**src/rtl/orb_pkg.sv**
```systemverilog
// Package for the overwriting ring buffer: sizes, command codes,
// controller states and the command/status bundles between controller and datapath.
// No dependencies.
package orb_pkg;

    localparam int DEPTH_DEF = 64;
    localparam int WORD_W    = 64;
    localparam int CMD_W     = 2;
    localparam int CNT_W     = 7;

    typedef enum logic [CMD_W-1:0] {
        CMD_APPEND = 2'd0,
        CMD_REMOVE = 2'd1,
        CMD_LIST   = 2'd2
    } t_cmd;

    typedef enum logic {
        S_IDLE = 1'b0,
        S_LIST = 1'b1
    } t_state;

    typedef struct packed {
        logic append;
        logic remove;
        logic list_start;
        logic read;
    } t_dp_cmd;

    typedef struct packed {
        logic nonempty;
        logic rd_ready;
        logic rd_last;
    } t_dp_sts;

endpackage

```
**src/rtl/orb_ram.sv**
```systemverilog
// Generic single-write, single-read RAM with registered read data.
// No dependencies.
module orb_ram #(
    parameter int WIDTH = 64,
    parameter int DEPTH = 64
) (
    input  logic                                 i_clk,
    input  logic                                 i_we,
    input  logic [(DEPTH > 1 ? $clog2(DEPTH) : 1)-1:0] i_waddr,
    input  logic [WIDTH-1:0]                     i_wdata,
    input  logic                                 i_re,
    input  logic [(DEPTH > 1 ? $clog2(DEPTH) : 1)-1:0] i_raddr,
    output logic [WIDTH-1:0]                     o_rdata
);

    logic [WIDTH-1:0] r_mem [DEPTH];
    logic [WIDTH-1:0] r_rdata;

    always_ff @(posedge i_clk) begin
        if (i_we) begin
            r_mem[i_waddr] <= i_wdata;
        end
        if (i_re) begin
            r_rdata <= r_mem[i_raddr];
        end
    end

    assign o_rdata = r_rdata;

endmodule

```
**src/rtl/orb_ctrl.sv**
```systemverilog
// Controller of the overwriting ring buffer: idle/list state machine that
// issues datapath commands. Depends on orb_pkg.
module orb_ctrl
    import orb_pkg::*;
(
    input  logic             i_clk,
    input  logic             i_rst_n,
    input  logic             i_in_valid,
    input  logic [CMD_W-1:0] i_command,
    input  t_dp_sts          i_sts,
    output t_dp_cmd          o_cmd,
    output logic             o_in_stall
);

    t_state r_state;
    t_state n_state;
    t_cmd   cmd_code;

    assign cmd_code = t_cmd'(i_command);

    always_ff @(posedge i_clk) begin
        if (!i_rst_n) begin
            r_state <= S_IDLE;
        end else begin
            r_state <= n_state;
        end
    end

    always_comb begin
        n_state = r_state;
        unique case (r_state)
            S_IDLE: begin
                if (i_in_valid && cmd_code == CMD_LIST && i_sts.nonempty) begin
                    n_state = S_LIST;
                end
            end
            S_LIST: begin
                if (i_sts.rd_ready && i_sts.rd_last) begin
                    n_state = S_IDLE;
                end
            end
            default: n_state = S_IDLE;
        endcase
    end

    always_comb begin
        o_cmd      = '0;
        o_in_stall = 1'b0;
        unique case (r_state)
            S_IDLE: begin
                if (i_in_valid) begin
                    case (cmd_code)
                        CMD_APPEND: o_cmd.append     = 1'b1;
                        CMD_REMOVE: o_cmd.remove     = 1'b1;
                        CMD_LIST:   o_cmd.list_start = i_sts.nonempty;
                        default:    o_cmd            = '0;
                    endcase
                end
            end
            S_LIST: begin
                o_in_stall = 1'b1;
                o_cmd.read = i_sts.rd_ready;
            end
            default: o_in_stall = 1'b0;
        endcase
    end

endmodule

```
**src/rtl/orb_dp.sv**
```systemverilog
// Datapath of the overwriting ring buffer: pointers, occupancy, capacity,
// entry store and the two-stage list output pipeline. Depends on orb_pkg, orb_ram.
module orb_dp
    import orb_pkg::*;
#(
    parameter int DEPTH = DEPTH_DEF
) (
    input  logic              i_clk,
    input  logic              i_rst_n,
    input  logic              i_cfg_we,
    input  logic [CNT_W-1:0]  i_cfg_wdata,
    input  t_dp_cmd           i_cmd,
    output t_dp_sts           o_sts,
    input  logic [WORD_W-1:0] i_item_word,
    input  logic [CNT_W-1:0]  i_remove_count,
    output logic              o_out_valid,
    input  logic              i_out_stall,
    output logic [WORD_W-1:0] o_item_out,
    output logic              o_is_last
);

    localparam int AW = (DEPTH > 1) ? $clog2(DEPTH) : 1;
    localparam int CW = $clog2(DEPTH + 1);
    localparam int SW = CW + 1;

    function automatic logic [SW-1:0] wrap(input logic [SW-1:0] a, input logic [SW-1:0] c);
        return (a >= c) ? a - c : a;
    endfunction

    logic [CW-1:0]     r_cap;
    logic [AW-1:0]     r_oldest;
    logic [CW-1:0]     r_occ;
    logic [AW-1:0]     r_rd_pos;
    logic [CW-1:0]     r_left;
    logic              r_rd_vld;
    logic              r_rd_last;
    logic              r_out_vld;
    logic [WORD_W-1:0] r_out_data;
    logic              r_out_last;

    logic [SW-1:0]     cap_x;
    logic [SW-1:0]     wr_pos;
    logic [SW-1:0]     old_inc;
    logic [SW-1:0]     old_rem;
    logic [SW-1:0]     rd_inc;
    logic [CW-1:0]     rem_cnt;
    logic [CNT_W-1:0]  cfg_sat;
    logic [WORD_W-1:0] ram_rdata;
    logic              out_take;
    logic              s1_move;

    assign cap_x   = SW'(r_cap);
    assign wr_pos  = wrap(SW'(r_oldest) + SW'(r_occ), cap_x);
    assign old_inc = wrap(SW'(r_oldest) + SW'(1), cap_x);
    assign rem_cnt = (i_remove_count > CNT_W'(r_occ)) ? r_occ : CW'(i_remove_count);
    assign old_rem = wrap(SW'(r_oldest) + SW'(rem_cnt), cap_x);
    assign rd_inc  = wrap(SW'(r_rd_pos) + SW'(1), cap_x);

    always_comb begin
        cfg_sat = i_cfg_wdata;
        if (i_cfg_wdata == '0) begin
            cfg_sat = CNT_W'(1);
        end else if (i_cfg_wdata > CNT_W'(DEPTH)) begin
            cfg_sat = CNT_W'(DEPTH);
        end
    end

    assign out_take = !r_out_vld || !i_out_stall;
    assign s1_move  = !r_rd_vld || out_take;

    assign o_sts.nonempty = (r_occ != '0);
    assign o_sts.rd_ready = s1_move;
    assign o_sts.rd_last  = (r_left == CW'(1));

    always_ff @(posedge i_clk) begin
        if (!i_rst_n) begin
            r_cap    <= CW'(DEPTH);
            r_oldest <= '0;
            r_occ    <= '0;
            r_rd_pos <= '0;
            r_left   <= '0;
        end else if (i_cfg_we) begin
            r_cap    <= CW'(cfg_sat);
            r_oldest <= '0;
            r_occ    <= '0;
        end else begin
            if (i_cmd.append) begin
                if (r_occ >= r_cap) begin
                    r_occ    <= r_cap;
                    r_oldest <= AW'(old_inc);
                end else begin
                    r_occ <= r_occ + CW'(1);
                end
            end
            if (i_cmd.remove) begin
                r_occ <= r_occ - rem_cnt;
                if (r_occ == rem_cnt) begin
                    r_oldest <= '0;
                end else begin
                    r_oldest <= AW'(old_rem);
                end
            end
            if (i_cmd.list_start) begin
                r_rd_pos <= r_oldest;
                r_left   <= r_occ;
            end
            if (i_cmd.read) begin
                r_rd_pos <= AW'(rd_inc);
                r_left   <= r_left - CW'(1);
            end
        end
    end

    always_ff @(posedge i_clk) begin
        if (!i_rst_n) begin
            r_rd_vld  <= 1'b0;
            r_out_vld <= 1'b0;
        end else begin
            if (s1_move) begin
                r_rd_vld <= i_cmd.read;
            end
            if (out_take) begin
                r_out_vld <= r_rd_vld;
            end
        end
    end

    always_ff @(posedge i_clk) begin
        if (s1_move && i_cmd.read) begin
            r_rd_last <= (r_left == CW'(1));
        end
        if (out_take && r_rd_vld) begin
            r_out_data <= ram_rdata;
            r_out_last <= r_rd_last;
        end
    end

    orb_ram #(
        .WIDTH (WORD_W),
        .DEPTH (DEPTH)
    ) u_ram (
        .i_clk   (i_clk),
        .i_we    (i_cmd.append),
        .i_waddr (AW'(wr_pos)),
        .i_wdata (i_item_word),
        .i_re    (i_cmd.read),
        .i_raddr (r_rd_pos),
        .o_rdata (ram_rdata)
    );

    assign o_out_valid = r_out_vld;
    assign o_item_out  = r_out_data;
    assign o_is_last   = r_out_last;

endmodule

```
**src/rtl/overwriting_ring_buffer_unit.sv**
```systemverilog
// Overwriting ring buffer top level: controller plus datapath. Depends on orb_pkg, orb_ctrl, orb_dp.
// Append and remove are executed when accepted and do not hold input; the next beat is accepted in the following cycle.
// A list of a nonempty buffer holds input until its last entry is read, longer while the output stalls,
// as the store is read one entry per cycle; the first word passes the read pointer load, the
// registered RAM read and the output register; words then follow one per cycle unless stalled.
// Synchronous active-low reset: empty buffer, capacity DEPTH, store contents undefined.
module overwriting_ring_buffer_unit
    import orb_pkg::*;
#(
    parameter int DEPTH = DEPTH_DEF
) (
    input  logic              i_clk,
    input  logic              i_rst_n,
    input  logic              i_cfg_we,
    input  logic [CNT_W-1:0]  i_cfg_wdata,
    input  logic              i_in_valid,
    output logic              o_in_stall,
    input  logic [CMD_W-1:0]  i_command,
    input  logic [WORD_W-1:0] i_item_word,
    input  logic [CNT_W-1:0]  i_remove_count,
    output logic              o_out_valid,
    input  logic              i_out_stall,
    output logic [WORD_W-1:0] o_item_out,
    output logic              o_is_last
);

    t_dp_cmd dp_cmd;
    t_dp_sts dp_sts;

    orb_ctrl u_ctrl (
        .i_clk      (i_clk),
        .i_rst_n    (i_rst_n),
        .i_in_valid (i_in_valid),
        .i_command  (i_command),
        .i_sts      (dp_sts),
        .o_cmd      (dp_cmd),
        .o_in_stall (o_in_stall)
    );

    orb_dp #(
        .DEPTH (DEPTH)
    ) u_dp (
        .i_clk          (i_clk),
        .i_rst_n        (i_rst_n),
        .i_cfg_we       (i_cfg_we),
        .i_cfg_wdata    (i_cfg_wdata),
        .i_cmd          (dp_cmd),
        .o_sts          (dp_sts),
        .i_item_word    (i_item_word),
        .i_remove_count (i_remove_count),
        .o_out_valid    (o_out_valid),
        .i_out_stall    (i_out_stall),
        .o_item_out     (o_item_out),
        .o_is_last      (o_is_last)
    );

    a_cmd_onehot: assert property (@(posedge i_clk) disable iff (!i_rst_n)
        $onehot0({dp_cmd.append, dp_cmd.remove, dp_cmd.list_start, dp_cmd.read}))
        else $error("multiple datapath commands");

    a_list_nonempty: assert property (@(posedge i_clk) disable iff (!i_rst_n)
        o_in_stall |-> dp_sts.nonempty)
        else $error("list running on empty buffer");

    a_read_space: assert property (@(posedge i_clk) disable iff (!i_rst_n)
        dp_cmd.read |-> dp_sts.rd_ready)
        else $error("read issued with full pipeline");

    a_list_enters: assert property (@(posedge i_clk) disable iff (!i_rst_n)
        dp_cmd.list_start |=> o_in_stall)
        else $error("list start did not hold input");

endmodule

```
**config.mk**
```make
export PLATFORM = sky130hd
export DESIGN_NAME = overwriting_ring_buffer_unit
export DESIGN_NICKNAME = d
export VERILOG_FILES = /design/src/rtl/orb_pkg.sv /design/src/rtl/orb_ram.sv /design/src/rtl/orb_ctrl.sv /design/src/rtl/orb_dp.sv /design/src/rtl/overwriting_ring_buffer_unit.sv
export SDC_FILE = /design/constraint.sdc
export NUM_CORES = 2
export LEC_CHECK = 0
export BUFFER_PORTS_ARGS = -buffer_cell sky130_fd_sc_hd__buf_4
export CAP_MARGIN = 20
export CORE_UTILIZATION = 40
export CTS_CLUSTER_DIAMETER = 40
export DETAILED_ROUTE_END_ITERATION = 8
export GPL_TIMING_DRIVEN = 0
export SKIP_LAST_GASP = 1
export SLEW_MARGIN = 30
export SYNTH_ARGS = -nofsm -noshare
export SYNTH_HDL_FRONTEND = slang
export SYNTH_SLANG_ARGS = --single-unit
```
**constraint.sdc**
```tcl
create_clock -name i_clk -period 21.9 [get_ports i_clk]
set_clock_uncertainty 0.05 [all_clocks]
set_input_delay 1.095 -clock i_clk [delete_from_list [all_inputs] [get_ports i_clk]]
set_output_delay 1.095 -clock i_clk [all_outputs]
set_load 0.02 [all_outputs]
```
==> key figures <==
Outcome
  – Run status: finished clean

Detailed routing
  – Average vias per placed instance: 5.70
  – Final routed wire length divided by cell count: 31.0 microns
  – Detailed-route via count: 78,100
  – Total wirelength of the detailed-routed design: roughly 420,000 microns
  – Number of iterations in the first detailed-routing pass: 7
  – Routed Antenna Nets: 0
  – Remaining design rule violation count: 0
  – Drt first-iter violations: 9,495

Cells and area
  – Post-layout utilization of the core: 48.4%
  – Layout filler cell count: 32,000
  – Ratio of cells with drive above 1 in the final layout: 38.4%
  – Synth-to-Final Area Change: 20.2%
  – Commonest non-fill, non-tap cell in the layout: sky130_fd_sc_hd__edfxtp_1
  – Fin area: 0.197 sq mm
  – Most frequent cells in the layout: sky130_fd_sc_hd__edfxtp_1 (4,226), sky130_fd_sc_hd__mux4_2 (1,344), sky130_fd_sc_hd__buf_4 (587)
  – # nets final: 8,009

Floorplan
  – Die width: 642 microns
  – Die outline area: between 0.4 and 0.5 sq mm
  – Placeable core region: 0.407 sq mm
  – Placement row count: 234
  – # IOs: between 150 and 200
  – Die outline height: 642 microns
  – Initial Util: around 40%

Timing
  – Min cycle time layout: 6.82 ns
  – Headroom to the max-slew limit: 30.9%
  – Total negative setup slack: 0 ns
  – Setup repair after global routing missed its margin: no
  – Final setup fails: 0
  – Max Transition Viols Final: 0
  – Final hold violation count: 0
  – Share of the clock period used by the worst path: between 30% and 40%
  – Slew at the pin closest to its max-slew limit: 1.01 ns
  – Fmax: 147 MHz

Setup path
  – Type of element launching the critical path: flop
  – Register-to-register setup slack: about 15 ns
  – Critical-path maximum fanout: 10
  – Worst Path Required: 22.55 ns
  – Worst Reg2Reg Path Length in Cells: 20
  – Reg2Reg Launch Point: u_dp.r_occ[0]$_SDFFE_PP0P_
  – Worst setup path class: flop to flop
  – Type of destination of the critical path: flop
  – Launching instance or port of the critical path: u_dp.r_occ[0]$_SDFFE_PP0P_
  – Reg2reg end: u_dp.u_ram.r_mem[44][27]$_DFFE_PP_
  – Critical Path AT: 7.47 ns

Placed design
  – Final weighted congestion of routability-driven global placement: 0.821
  – Dpl cell area: 0.179 sq mm
  – Number of I/O port buffers: about 150
  – HPWL reported at the end of detailed placement: approximately 300,000 microns

Power
  – Largest voltage drop on the vdd net: between 90 and 100 uV
  – Power density over the cells: ~91 mW/mm^2
  – Leakage: 61.0 nW

Logic synthesis
  – Post-synthesis instance total: 6,577
  – Post-synth top area share: 77.6%
  – Number of synthesized flops with an enable pin: about 4,200
  – Post-synthesis net count: 6,736
  – Main area contributors after synthesis: sky130_fd_sc_hd__edfxtp_1 (78%), sky130_fd_sc_hd__mux4_2 (19%), sky130_fd_sc_hd__ha_1 (0.51%)
  – Flip-flop cell with the highest count after synthesis: sky130_fd_sc_hd__edfxtp_1
  – Fraction of registers with async set or reset after synthesis: 0%
  – Syn avg cell area: 24.9 sq um
  – Total of warnings raised by yosys: 0
  – Cell type with the largest total area after synthesis: sky130_fd_sc_hd__edfxtp_1
  – FF+latch count, synth: 4,262
  – Share of the yosys chip area belonging to registers: 78.0%
  – Distinct cell type count of the synthesized netlist: 62
  – Post-synth design cell area: 0.164 sq mm

CTS
  – Clock transition at the register clock pins on the worst setup and hold paths after CTS: 0.05 ns
  – Clock tree sinks: 4,262
  – Largest buffer count on any clock path: 4
  – Total of hold buffers inserted after clock tree synthesis: 0
  – Post-CTS Setup Repair Bufs: 0
  – Clock tree root driver cell: sky130_fd_sc_hd__clkbuf_16
  – Total clock buffers created by CTS: about 520
  – Maximum level of the CTS H-tree: 6
  – Post-cts gate resize count: 0
  – CTS tree: done
  – Insertion delay to the later sink of the worst-skew pair: 1.02 ns

GRT
  – Initial antenna violation count: 32
  – Wire length of the first global-routing pass: 600,000 microns
  – GRT Total Usage: 20.5%
  – Maximum number of pins on one net before global-route repair: between 60 and 70
  – Number of global-route vias before repair: between 80,000 and 90,000
  – Global route overflow: 0

Min path
  – Worst hold path startpoint: i_cfg_wdata[5]
  – Worst Hold Path Cells: 3
  – Endpoint of the worst hold path: u_dp.r_cap[5]$_SDFFE_PN0P_
  – Type of the tightest min-delay check: input pin to flop

Flow run
  – Total of max-cap violations: 0
[cells in the mapped netlist (12+ instances only)]
cell,count
sky130_fd_sc_hd__dfxtp_1,36
sky130_fd_sc_hd__o21a_1,12
sky130_fd_sc_hd__buf_1,44
sky130_fd_sc_hd__clkbuf_1,180
sky130_fd_sc_hd__nor2_1,83
sky130_fd_sc_hd__and3_1,12
sky130_fd_sc_hd__a31oi_1,14
sky130_fd_sc_hd__nand3_1,17
sky130_fd_sc_hd__nand2_1,42
sky130_fd_sc_hd__edfxtp_1,4226
sky130_fd_sc_hd__inv_1,39
sky130_fd_sc_hd__a21o_1,14
sky130_fd_sc_hd__a21oi_1,51
sky130_fd_sc_hd__nor2b_1,15
sky130_fd_sc_hd__o21ai_0,39
sky130_fd_sc_hd__mux4_2,1344
sky130_fd_sc_hd__a211oi_1,17
sky130_fd_sc_hd__buf_2,104
sky130_fd_sc_hd__ha_1,67
sky130_fd_sc_hd__nor3_1,50
sky130_fd_sc_hd__mux2i_1,22
sky130_fd_sc_hd__xnor2_1,25
[how the worst max path moves through the flow]
| stage | end | slack [ns] |
|---|---|---|
| 2_1_floorplan | u_dp.u_ram.r_mem[16][0]$_DFFE_PP_ | 13.39 |
| 3_3_place_gp | u_dp.u_ram.r_mem[18][35]$_DFFE_PP_ | 6.17 |
| 3_5_place_dp | u_dp.u_ram.r_mem[44][30]$_DFFE_PP_ | 15.39 |
| 4_1_cts | u_dp.u_ram.r_mem[44][27]$_DFFE_PP_ | 15.37 |
| 5_1_grt | u_dp.r_oldest[0]$_SDFFE_PP0P_ | 14.99 |
| 6_report | u_dp.u_ram.r_mem[44][27]$_DFFE_PP_ | 15.08 |
[power breakdown]
group | switching [W] | leakage (nW) | internal (W)
registers | 0.00000762 | 38.3 | 0.00899
logic | 0.000235 | 14.4 | 0.0000970
clock network | 0.00344 | 8.33 | 0.00511
[registers in the layout, indices dropped and copies added (netlist names), 6 cells and up]
name / flops
u_dp.u_ram.r_mem: 4096
u_dp.o_item_out: 64
u_dp.u_ram.o_rdata: 64
u_dp.r_cap: 7
u_dp.r_left: 7
u_dp.r_occ: 7
u_dp.r_oldest: 6
u_dp.r_rd_pos: 6
[cells by family after synthesis]
logic type | Yosys count | share of synthesized area, %
adder cells (fa/ha/maj) | 74 | 0.598
multiplexers | 1375 | 18.7
buffers and inverters | 369 | 0.931
AND/OR/NAND/NOR | 267 | 0.796
flip-flops | 4262 | 78.0
XOR/XNOR | 36 | 0.193
AO/OA/AOI/OAI | 194 | 0.772
[routing by layer]
metal  vias to the layer above  wire, microns  GRT usage, %
met3                       787          34200          3.93
li1                      31400              -             -
met2                      3475         211000          34.4
met5                         -             55             0
met4                        10          13400          6.14
met1                     42400         166000          27.3
[metrics by stage]
stage	total power (W)	hold slack, ns	cells	setup WS, ns
floorplan	0.00930	0.350	6577	13.39
global placement	0.00946	0.359	12200	6.17
detailed placement	0.00949	0.355	12800	15.39
CTS	0.0180	0.250	13700	15.37
global route	0.0183	0.274	13700	14.99
finish	0.0179	0.308	13700	15.08
[worst max-delay path: stages (launching register included)]
cell,delay (ns)
sky130_fd_sc_hd__dfxtp_1,0.45
sky130_fd_sc_hd__ha_1,0.32
sky130_fd_sc_hd__fa_1,0.42
sky130_fd_sc_hd__a21o_1,0.18
sky130_fd_sc_hd__a21oi_1,0.22
sky130_fd_sc_hd__xnor2_1,0.31
sky130_fd_sc_hd__ha_1,0.40
sky130_fd_sc_hd__and3_1,0.20
sky130_fd_sc_hd__a311oi_1,0.31
sky130_fd_sc_hd__a21oi_1,0.16
sky130_fd_sc_hd__a211oi_1,0.35
sky130_fd_sc_hd__mux2_2,0.34
sky130_fd_sc_hd__nand2_1,0.19
sky130_fd_sc_hd__clkbuf_1,0.40
sky130_fd_sc_hd__nor3_2,0.82
sky130_fd_sc_hd__buf_4,0.34
sky130_fd_sc_hd__buf_4,0.22
sky130_fd_sc_hd__buf_4,0.21
sky130_fd_sc_hd__buf_4,0.21
sky130_fd_sc_hd__buf_4,0.20
sky130_fd_sc_hd__buf_4,0.20
[area by class of cell]
type | instances | area, sq um | area share, %
timing repair buffer | 747 | 8460 | 4.30
tap | 5428 | 6790 | 3.45
buffer | 329 | 1520 | 0.774
clock inverter | 338 | 3580 | 1.82
antenna | 15 | 37.5 | 0.0191
multi-input combinational | 1946 | 34900 | 17.7
sequential | 4262 | 128000 | 64.9
clock buffer | 594 | 13700 | 6.95
inverter | 40 | 150 | 0.0763
(Power assumes the default switching activity.)
